<file path="src/rtl/sfpv_pkg.sv">
// ----------------------------------------------------------------------------
// sfpv_pkg
// item types, register indexes and sequencer states of the prime enumeration block
// ----------------------------------------------------------------------------
package sfpv_pkg;

    localparam int NUM_CLASSES_W = 7;
    localparam int MODULUS_W     = 20;
    localparam int RESIDUE_W     = 20;
    localparam int POSITION_W    = 40;
    localparam int HALF_POS_W    = 20;
    localparam int FLAGS_W       = 64;
    localparam int VALUE_W       = 64;
    localparam int COUNT_W       = 32;
    localparam int CLASS_IDX_W   = 6;
    localparam int PRODUCT_W     = 40;
    localparam int CFG_INDEX_W   = 3;
    localparam int CFG_DATA_W    = 64;

    // item modes
    localparam logic MODE_LOAD = 1'b0;
    localparam logic MODE_SCAN = 1'b1;

    // configuration register indexes
    localparam logic [CFG_INDEX_W-1:0] CFG_NUM_CLASSES   = 3'd0;
    localparam logic [CFG_INDEX_W-1:0] CFG_WHEEL_MODULUS = 3'd1;
    localparam logic [CFG_INDEX_W-1:0] CFG_BASE_VALUE    = 3'd2;
    localparam logic [CFG_INDEX_W-1:0] CFG_RANGE_LOW     = 3'd3;
    localparam logic [CFG_INDEX_W-1:0] CFG_RANGE_HIGH    = 3'd4;

    localparam logic [NUM_CLASSES_W-1:0] NUM_CLASSES_RESET   = 7'd8;
    localparam logic [MODULUS_W-1:0]     WHEEL_MODULUS_RESET = 20'd30;

    typedef struct packed {
        logic                   mode;
        logic [CLASS_IDX_W-1:0] class_index;
        logic [RESIDUE_W-1:0]   residue;
        logic [POSITION_W-1:0]  position;
        logic [FLAGS_W-1:0]     class_flags;
    } in_item_t;

    typedef struct packed {
        logic [VALUE_W-1:0] prime_value;
        logic [COUNT_W-1:0] running_count;
        logic               last;
    } out_item_t;

    typedef enum logic [2:0] {
        ST_IDLE,
        ST_MUL_LO,
        ST_MUL_HI,
        ST_FIND,
        ST_ADD,
        ST_CHECK,
        ST_FLUSH
    } state_t;

endpackage

</file>
<file path="src/rtl/sieve_flags_to_prime_values.sv">
// ----------------------------------------------------------------------------
// sieve_flags_to_prime_values
// turns wheel-sieve survivor flags into prime values with a running count
// ----------------------------------------------------------------------------
// A load item writes one residue table entry and leaves the input open. A scan
// item keeps the input closed from its acceptance until its run is closed: the
// shared 20x20 multiplier first runs over the two halves of the position, low
// half first, then every set flag below the class count takes a table read, a
// 64-bit add and a bound compare, and a last find and a flush close the run.
// Output stalls lengthen the run whenever a value has to move into the output
// register while it is still full: at a later in-range value of the item, or
// when the final value is handed over at the close of the run.
// One in-range value is held back so that the final one of the item can be
// marked last.
module sieve_flags_to_prime_values #(
    parameter int MAX_CLASSES = 64
) (
    input  logic                                    aclk,
    input  logic                                    aresetn,
    input  logic                                    s_valid,
    output logic                                    s_ready,
    input  sfpv_pkg::in_item_t                      s_data,
    output logic                                    m_valid,
    input  logic                                    m_ready,
    output sfpv_pkg::out_item_t                     m_data,
    input  logic                                    cfg_valid,
    output logic                                    cfg_ready,
    input  logic [sfpv_pkg::CFG_INDEX_W-1:0]        cfg_index,
    input  logic [sfpv_pkg::CFG_DATA_W-1:0]         cfg_data
);
    import sfpv_pkg::*;

    localparam int ADDR_W = $clog2(MAX_CLASSES);

    // configuration
    logic [NUM_CLASSES_W-1:0] num_classes_reg;
    logic [MODULUS_W-1:0]     wheel_modulus_reg;
    logic [VALUE_W-1:0]       base_value_reg;
    logic [VALUE_W-1:0]       range_low_reg;
    logic [VALUE_W-1:0]       range_high_reg;

    // sequencer and datapath
    state_t                   state_reg, state_next;
    logic [POSITION_W-1:0]    pos_reg, pos_next;
    logic [VALUE_W-1:0]       acc_reg, acc_next;
    logic [VALUE_W-1:0]       sum_reg, sum_next;
    logic [MAX_CLASSES-1:0]   mask_reg, mask_next;
    logic                     hold_valid_reg, hold_valid_next;
    logic [VALUE_W-1:0]       hold_value_reg, hold_value_next;
    logic [COUNT_W-1:0]       hold_count_reg, hold_count_next;
    logic [COUNT_W-1:0]       count_reg, count_next;
    logic                     out_valid_reg, out_valid_next;
    out_item_t                out_data_reg, out_data_next;

    // residue table
    logic [RESIDUE_W-1:0]     residue_mem [MAX_CLASSES];
    logic [RESIDUE_W-1:0]     rd_data_reg;
    logic                     tbl_we;
    logic                     tbl_re;
    logic [ADDR_W-1:0]        tbl_raddr;

    logic [HALF_POS_W-1:0]    mul_b;
    logic [PRODUCT_W-1:0]     mul_p;
    logic [MAX_CLASSES-1:0]   lim_mask;
    logic [ADDR_W-1:0]        find_idx;
    logic                     in_range;
    logic                     out_free;
    logic                     s_fire;

    assign s_ready   = (state_reg == ST_IDLE);
    assign s_fire    = s_valid && s_ready;
    assign cfg_ready = 1'b1;
    assign m_valid   = out_valid_reg;
    assign m_data    = out_data_reg;
    assign out_free  = !out_valid_reg || m_ready;

    // shared multiplier, low half of the position first
    assign mul_b = (state_reg == ST_MUL_LO) ? pos_reg[HALF_POS_W-1:0]
                                            : pos_reg[POSITION_W-1:HALF_POS_W];
    assign mul_p = {{(PRODUCT_W-MODULUS_W){1'b0}}, wheel_modulus_reg}
                 * {{(PRODUCT_W-HALF_POS_W){1'b0}}, mul_b};

    assign in_range = (sum_reg >= range_low_reg) && (sum_reg <= range_high_reg);

    always_comb begin
        for (int i = 0; i < MAX_CLASSES; i++) begin
            lim_mask[i] = (NUM_CLASSES_W'(i) < num_classes_reg);
        end
    end

    // lowest surviving class still to visit
    always_comb begin
        find_idx = '0;
        for (int i = MAX_CLASSES - 1; i >= 0; i--) begin
            if (mask_reg[i]) begin
                find_idx = ADDR_W'(i);
            end
        end
    end

    always_ff @(posedge aclk) begin
        if (!aresetn) begin
            num_classes_reg   <= NUM_CLASSES_RESET;
            wheel_modulus_reg <= WHEEL_MODULUS_RESET;
            base_value_reg    <= '0;
            range_low_reg     <= '0;
            range_high_reg    <= '1;
        end else if (cfg_valid && cfg_ready) begin
            case (cfg_index)
                CFG_NUM_CLASSES:   num_classes_reg   <= cfg_data[NUM_CLASSES_W-1:0];
                CFG_WHEEL_MODULUS: wheel_modulus_reg <= cfg_data[MODULUS_W-1:0];
                CFG_BASE_VALUE:    base_value_reg    <= cfg_data;
                CFG_RANGE_LOW:     range_low_reg     <= cfg_data;
                CFG_RANGE_HIGH:    range_high_reg    <= cfg_data;
                default: begin
                end
            endcase
        end
    end

    always_comb begin
        state_next      = state_reg;
        pos_next        = pos_reg;
        acc_next        = acc_reg;
        sum_next        = sum_reg;
        mask_next       = mask_reg;
        hold_valid_next = hold_valid_reg;
        hold_value_next = hold_value_reg;
        hold_count_next = hold_count_reg;
        count_next      = count_reg;
        out_valid_next  = out_valid_reg && !m_ready;
        out_data_next   = out_data_reg;
        tbl_we          = 1'b0;
        tbl_re          = 1'b0;
        tbl_raddr       = find_idx;

        case (state_reg)
            ST_IDLE: begin
                if (s_fire) begin
                    if (s_data.mode == MODE_SCAN) begin
                        pos_next   = s_data.position;
                        mask_next  = s_data.class_flags[MAX_CLASSES-1:0] & lim_mask;
                        state_next = ST_MUL_LO;
                    end else begin
                        tbl_we = ({1'b0, s_data.class_index} < (CLASS_IDX_W + 1)'(MAX_CLASSES));
                    end
                end
            end
            ST_MUL_LO: begin
                acc_next   = base_value_reg + {{(VALUE_W-PRODUCT_W){1'b0}}, mul_p};
                state_next = ST_MUL_HI;
            end
            ST_MUL_HI: begin
                acc_next   = acc_reg
                           + {{(VALUE_W-PRODUCT_W-HALF_POS_W){1'b0}}, mul_p,
                              {HALF_POS_W{1'b0}}};
                state_next = ST_FIND;
            end
            ST_FIND: begin
                if (mask_reg == '0) begin
                    state_next = ST_FLUSH;
                end else begin
                    tbl_re     = 1'b1;
                    mask_next  = mask_reg & (mask_reg - {{(MAX_CLASSES-1){1'b0}}, 1'b1});
                    state_next = ST_ADD;
                end
            end
            ST_ADD: begin
                sum_next   = acc_reg + {{(VALUE_W-RESIDUE_W){1'b0}}, rd_data_reg};
                state_next = ST_CHECK;
            end
            ST_CHECK: begin
                if (!in_range) begin
                    state_next = ST_FIND;
                end else if (!hold_valid_reg || out_free) begin
                    // the held value is known not to be the last one
                    if (hold_valid_reg) begin
                        out_valid_next              = 1'b1;
                        out_data_next.prime_value   = hold_value_reg;
                        out_data_next.running_count = hold_count_reg;
                        out_data_next.last          = 1'b0;
                    end
                    hold_valid_next = 1'b1;
                    hold_value_next = sum_reg;
                    hold_count_next = count_reg + COUNT_W'(1);
                    count_next      = count_reg + COUNT_W'(1);
                    state_next      = ST_FIND;
                end
            end
            ST_FLUSH: begin
                if (!hold_valid_reg) begin
                    state_next = ST_IDLE;
                end else if (out_free) begin
                    out_valid_next              = 1'b1;
                    out_data_next.prime_value   = hold_value_reg;
                    out_data_next.running_count = hold_count_reg;
                    out_data_next.last          = 1'b1;
                    hold_valid_next             = 1'b0;
                    state_next                  = ST_IDLE;
                end
            end
            default: begin
                state_next = ST_IDLE;
            end
        endcase
    end

    always_ff @(posedge aclk) begin
        if (!aresetn) begin
            state_reg      <= ST_IDLE;
            hold_valid_reg <= 1'b0;
            count_reg      <= '0;
            out_valid_reg  <= 1'b0;
        end else begin
            state_reg      <= state_next;
            hold_valid_reg <= hold_valid_next;
            count_reg      <= count_next;
            out_valid_reg  <= out_valid_next;
        end
    end

    always_ff @(posedge aclk) begin
        pos_reg        <= pos_next;
        acc_reg        <= acc_next;
        sum_reg        <= sum_next;
        mask_reg       <= mask_next;
        hold_value_reg <= hold_value_next;
        hold_count_reg <= hold_count_next;
        out_data_reg   <= out_data_next;
    end

    always_ff @(posedge aclk) begin
        if (tbl_we) begin
            residue_mem[s_data.class_index[ADDR_W-1:0]] <= s_data.residue;
        end
        if (tbl_re) begin
            rd_data_reg <= residue_mem[tbl_raddr];
        end
    end

endmodule

</file>
<file path="config.mk">
export PLATFORM = sky130hd
export DESIGN_NAME = sieve_flags_to_prime_values
export DESIGN_NICKNAME = d
export VERILOG_FILES = /design/src/rtl/sfpv_pkg.sv /design/src/rtl/sieve_flags_to_prime_values.sv
export SDC_FILE = /design/constraint.sdc
export NUM_CORES = 2
export LEC_CHECK = 0
export ABC_AREA = 0
export CAP_MARGIN = 40
export CORE_MARGIN = 5
export CORE_UTILIZATION = 45
export DETAILED_ROUTE_END_ITERATION = 7
export DONT_BUFFER_PORTS = 1
export GPL_TIMING_DRIVEN = 0
export PLACE_DENSITY = 0.64
export SYNTH_ARGS = -nofsm -noshare
export SYNTH_HDL_FRONTEND = slang
export SYNTH_SLANG_ARGS = --single-unit
</file>
<file path="constraint.sdc">
create_clock -name aclk -period 10.2 [get_ports aclk]
set_input_delay 2.04 -clock aclk [delete_from_list [all_inputs] [get_ports aclk]]
set_output_delay 2.04 -clock aclk [all_outputs]
set_load 0.02 [all_outputs]
</file>
# Word-level counts from Yosys, hierarchy flattened
# Memory sizes are Yosys's and may differ from the RTL's. A register that Yosys moved wholly into a read port is not among the register bits.
# Index checks and enable logic that the tools add are counted.
# word_totals
output_inout_bits	100
ff_bits	681
latch_bits	0
mem_count	1
ramBits	1280
rom_bits	0
# classes
mul	1
bitwise_logic	2
reduce_logical	25
magnitude_cmp	66
div_mod_pow	0
addsub	5
muxes	102
shift	0
eq_ne	20
# memory_table
memory	depth	width	read_ports	rd_clocked_by_memory_dff	wr	line_no	rtl
residue_mem	64	20	1	1	1	sieve_flags_to_prime_values.sv:56	logic [RESIDUE_W-1:0] residue_mem [MAX_CLASSES];
# op_table
op	n
2-to-1 mux 97 bit	5
2-to-1 mux 6 bit	64
case mux 64 bit (2 select lines)	2
less-than comparator 6 x 7 -> 1 bit (first input constant)	32
case mux 97 bit (2 select lines)	1
2-to-1 mux 64 bit	3
AND 64 bit	2
less-than comparator 5 x 7 -> 1 bit (first input constant)	16
adder 64 x 20 -> 64 bit	1
adder 64 x 40 -> 64 bit	1
adder 64 x 60 -> 64 bit	1
>= comparator 64 bit	1
less-or-equal comparator 64 bit	1
logical NOT 64 bit	1
subtractor 64 x 1 -> 64 bit (second input constant)	1
less-than comparator 4 x 7 -> 1 bit (first input constant)	8
multiplier 20 x 20 -> 40 bit	1
adder 32 x 1 -> 32 bit (second input constant)	1
less-than comparator 3 x 7 -> 1 bit (first input constant)	4
case mux 3 bit (7 select lines)	1
2-to-1 mux 20 bit	1
2-to-1 mux 3 bit	6
2-to-1 mux 1 bit	16
less-than comparator 1 x 7 -> 1 bit (first input constant)	2
other kinds (18)	49

# Longest topological paths before layout
# logic_depth
depth_word	64
depth_mapped	44
ltp_nobuf	40

# Worst setup path after synthesis
# Ideal clock, no wire load.
# synth_path
path_type	reg2reg
start	register state_reg[0]
end	register acc_reg[63], data pin
setup_ns	0.273
t_arrival_ns	10.763
slack_ns	-0.835
path_stages_with_launch	40
path_cell_list	dfxtp_1 clkbuf_1 nand2b_1 nor2_1 buf_1 mux2_2 clkbuf_1 nand2_1 fa_1 inv_1 fa_1 inv_1 fa_1 fa_1 inv_1 fa_1 fa_1 fa_1 [4 not listed] a21oi_1 o21ai_0 a21boi_0 inv_1 a21oi_1 xnor2_1 ha_1 clkbuf_1 nand4_1 a2111oi_0 nand3_1 a2111oi_1 o21ai_0 o21ai_1 and2_1 and4_1 xnor2_1 mux2i_1
# synth_between
elab_chain_len	5
word_cells_on_any_way	7
classes_between	add/sub (2); mul (1); eq/ne (2); mux (2)
# synth_lines
item	line_no	rtl
start, declared	sieve_flags_to_prime_values.sv:43	state_t state_reg, state_next;
start signal, assigned	sieve_flags_to_prime_values.sv:215	state_reg <= state_next;
equality test 3 x 1 -> 1 bit	sieve_flags_to_prime_values.sv:78, sieve_flags_to_prime_values.sv:137	
2-to-1 mux 20 bit	sieve_flags_to_prime_values.sv:78	assign mul_b = (state_reg == ST_MUL_LO) ? pos_reg[HALF_POS_W-1:0]
multiplier 20 x 20 -> 40 bit	sieve_flags_to_prime_values.sv:81	* {{(PRODUCT_W-HALF_POS_W){1'b0}}, mul_b};
adder 64 x 60 -> 64 bit or adder 64 x 40 -> 64 bit (tied branches)	sieve_flags_to_prime_values.sv:155, sieve_flags_to_prime_values.sv:150	
case mux 64 bit (2 select lines) (*)	sieve_flags_to_prime_values.sv:137	case (state_reg)
named net acc_next[63]	sieve_flags_to_prime_values.sv:45	logic [VALUE_W-1:0] acc_reg, acc_next;
end signal, assigned	sieve_flags_to_prime_values.sv:224	acc_reg <= acc_next;
end, declared	sieve_flags_to_prime_values.sv:45	
# Mark *: on every way through the listed nets, which the timed path passes. The rest lies on a longest branch.
# A chain may end at the register's enable or synchronous reset.

# Final worst setup path
# layout_path
start	register state_reg[1]
end	register acc_reg[37], data pin
# Same word-level chain as after synthesis.

==> out/qor.json <==
{
  "detailed_routing": {
    "drt-total-wl_um": 322700,
    "detail-route-antenna-nets": 0,
    "drc": 0,
    "initial_drt_pass_iterations": 6,
    "number_of_vias_per_cell_after_detailed_routing": 5.975,
    "vias": 69300,
    "detail_route.iter0.violations": 8197,
    "routed_wire_length_per_instance_um": 27.83
  },
  "sta": {
    "grt_setup_unrepaired": "yes",
    "hold_viol_final": 0,
    "final_min_period_over_clock_period": 1.001,
    "report.final.slew_viol_count": 0,
    "final.min_clock_period_ns": 10.21,
    "max_slew.worst_pin.slew_ns": 0.9951,
    "worst_hold_margin_ns": 0.4170,
    "relSlewSlack": 0.3272,
    "setup_viol": 1,
    "achievable-frequency_mhz": 97.96,
    "finalWorstSetupSlack_ns": -0.008316,
    "timing.setup.tns_ns": -0.008316,
    "finClkSkew_ns": 0.02715
  },
  "placement": {
    "routabilityCongestion": 0.9719,
    "buffer_ports.inserted": 0,
    "dp_worst_setup_slack_ns": -3.145,
    "place_hpwl_um": 234700
  },
  "worst_setup_path": {
    "critical-path-top-cell-by-count": "fa_1",
    "max_stage_delay_ns": 0.61,
    "cpMaxStageDelayCell": "fa_1",
    "cp_max_fo": 10,
    "cp.required_ns": 10.81,
    "cp_data_arrival_time_ns": 10.82,
    "timing.reg2reg.worst_path_depth": 40,
    "startpoint_type": "flop",
    "criticalPathCategory": "reg -> reg",
    "worst_setup_path_end_kind": "flop"
  },
  "clocking": {
    "num_cts_buffers": 204,
    "number_of_buffers_on_the_longest_clock_path": 3,
    "cts.htree.levels": 4,
    "clk_lat_worst_skew_ns": 0.86,
    "cts.root.buffer_cell": "clkbuf_16",
    "clkSinkCount": 1981,
    "cts_hold_bufs": 0,
    "clock_transition_at_the_registers_of_the_reported_paths_ns": 0.06,
    "tritoncts": "yes"
  },
  "yosys": {
    "synth_mux_area_frac": 0.01793,
    "number_of_enable_type_register_cells_in_the_synthesized_netlist": 1725,
    "synth.cell_area_mm2": 0.09776,
    "post_synth_inst_count": 8114,
    "synth_seq_cells": 1981,
    "synth_async_sr_flop_share": 0,
    "synth_top_family_by_area": "compound AO/OA/AOI/OAI gates",
    "synth.net_count": 9019,
    "synthXorXnorAreaFrac": 0.02114,
    "synthSimpleGateAreaFrac": 0.1087,
    "yosys.cell_types.count": 80,
    "yosys_warnings": 0,
    "synth-adder-area-share": 0.1147,
    "compound_gate_portion_of_the_synthesized_area": 0.1162,
    "synth_seq_area_share": 0.5823,
    "synth_area_per_cell_um2": 12.05,
    "postSynth.topFlopCell": "edfxtp_1"
  },
  "die": {
    "die_w_um": 476.1,
    "start_util": 0.4511,
    "fp.dieArea_mm2": 0.2267,
    "core_region_area_mm2": 0.2167,
    "dieHeight_um": 476.1,
    "placement_rows": 171,
    "number_of_top_level_pins": 303
  },
  "grt": {
    "maximum_number_of_pins_on_one_net_before_global_route_repair": 65,
    "grt_remaining_overflow": 0,
    "globalRouteTotalUtil": 0.2779,
    "number_of_antenna_violations_at_the_first_check_in_global_routing": 23,
    "grt_pass1_vias": 67730,
    "grt_pass1_wl_um": 459500
  },
  "pwr": {
    "ir_worst_vdd_uv": 308.7,
    "pwr-share-seq": 0.345,
    "clkPwrFrac": 0.281,
    "p_leak_nw": 41.64,
    "cell_internal_pwr_w": 0.01733,
    "power.combinational.fraction": 0.374,
    "swShare": 0.3514,
    "netSwitchingPower_w": 0.009390,
    "power_density_mw_per_mm2": 236.3
  },
  "final_layout": {
    "multi_input_area_mm2": 0.03831,
    "nets": 9459,
    "final_util": 0.5216,
    "drive_above_1_share": 0.1027,
    "num-fill-cells": 18290,
    "register_area_mm2": 0.05693,
    "largest_register_ffs": 1280,
    "layout_area_growth_over_synthesis_pct": 15.64
  },
  "status": {
    "violations": "setup timing",
    "outcome": "finished, violations left"
  },
  "worst_hold_path": {
    "min_path_type": "reg -> reg",
    "hold-path-cell-count": 0
  },
  "flow_run": {
    "cap_viol_max_count": 0
  }
}
per-layer routing:
metal | vias to the layer above | track usage | wire length, um
met2 | 3592 | 0.4437 | 148600
met3 | 863 | 0.06467 | 31570
met1 | 34410 | 0.3496 | 121100
met5 | - | 0.001706 | 111
li1 | 30420 | - | -
met4 | 10 | 0.1568 | 21350
final cells by class:
| cell class | count | share of cell area |
|---|---|---|
| flip-flops and latches | 1981 | 0.5036 |
| diodes | 13 | 0.0002878 |
| well taps | 2854 | 0.03159 |
| inverters | 583 | 0.01938 |
| plain buffers | 396 | 0.01801 |
| repair buffers | 241 | 0.02886 |
| clock inverters | 135 | 0.01174 |
| multi-input cells | 5147 | 0.3389 |
| clock buffers | 248 | 0.04764 |
placed cells by master, fill, tap and decap left out, types with 45 or more instances in the layout:
cell type / count
a21boi_0: 159
fa_1: 314
dfxtp_1: 253
clkbuf_1: 294
nand2b_1: 52
buf_2: 55
nor4_1: 57
buf_4: 102
and2_1: 89
mux2i_1: 153
xnor2_1: 127
nor2_1: 220
o21a_1: 85
clkinv_1: 48
and3_1: 49
nand4_1: 89
inv_1: 575
nor2b_1: 126
a31oi_1: 128
a21oi_1: 247
buf_8: 45
o211ai_1: 109
nor2_4: 55
xor2_1: 90
nand2_1: 1159
ha_1: 357
a21o_1: 78
nand3_1: 195
edfxtp_1: 1725
clkbuf_16: 218
o21ai_0: 304
nor3_1: 75
o22ai_1: 261
synth_stat cells, drive strengths merged, types with 53 or more instances:
cell | instances | area, um2
nand4 | 89 | 556.8
ha | 379 | 4742
o21a | 86 | 645.6
clkbuf | 304 | 1141
fa | 323 | 6466
nor2 | 292 | 1096
nor3 | 78 | 395.4
mux2i | 156 | 1562
xor2 | 95 | 832.1
o211ai | 109 | 818.3
edfxtp | 1725 | 51800
a21o | 78 | 585.6
nor2b | 128 | 800.8
buf | 99 | 489.2
inv | 583 | 2188
a31oi | 129 | 807.0
nand3 | 198 | 991.0
o21ai | 326 | 1632
a21oi | 258 | 1291
and2 | 93 | 581.8
nor4 | 58 | 362.9
nand2 | 1164 | 4372
nand2b | 53 | 331.6
a21boi | 159 | 1194
o22ai | 261 | 1633
dfxtp | 256 | 5125
xnor2 | 141 | 1235
kinds of logic after synthesis:
| group | count (synthesis) |
|---|---|
| compound gates | 1716 |
| simple gates | 2319 |
| buf+inv | 986 |
| fa+ha+maj | 702 |
| flops | 1981 |
| mux | 173 |
| other cells | 1 |
| xor+xnor | 236 |
worst paths after layout:
path                                      from                     to  slack, ns
setup / recovery     state_reg[1]$_SDFFE_PN0P_  acc_reg[37]$_DFFE_PP_     -0.008
hold / removal    hold_count_reg[28]$_DFFE_PP_   m_data[29]$_DFFE_PP_       0.42
setup reg to reg     state_reg[1]$_SDFFE_PN0P_  acc_reg[37]$_DFFE_PP_     -0.008
hold reg to reg   hold_count_reg[28]$_DFFE_PP_   m_data[29]$_DFFE_PP_       0.42
power by group through the flow:
stage | clock (W) | combinational [W] | sequential, W
detailed placement | 0 | 0.00886 | 0.00938
global route | 0.00792 | 0.0107 | 0.00922
floorplan | 0 | 0.00627 | 0.00934
global placement | 0 | 0.00874 | 0.00938
finish | 0.00751 | 0.00999 | 0.00922
CTS | 0.00757 | 0.00956 | 0.00921
critical path, delay by kind of cell, from the launching register on:
kind	cells	cell delay (ns)
fa+ha+maj	9	4.22
compound gates	15	3.06
simple gates	6	1.00
buf+inv	8	0.90
flops	1	0.35
xor+xnor	1	0.24
mux	1	0.18
stage by stage:
step / area, um2 / total power, W / cells
2_1_floorplan: 97770 / 0.01561 / 8114
3_3_place_gp: 101300 / 0.01813 / 10970
3_5_place_dp: 104200 / 0.01824 / 11120
4_1_cts: 112300 / 0.02634 / 11550
5_1_grt: 113000 / 0.02787 / 11590
6_report: 113000 / 0.02672 / 11600
what timing repair did:
action	in CTS	in global routing
pin swaps	53	71
gates resized for setup	224	97
endpoints found under the setup margin	48	33
gates cloned	3	4
setup buffers	50	33
No activity file was read; power rests on OpenSTA's default activity.
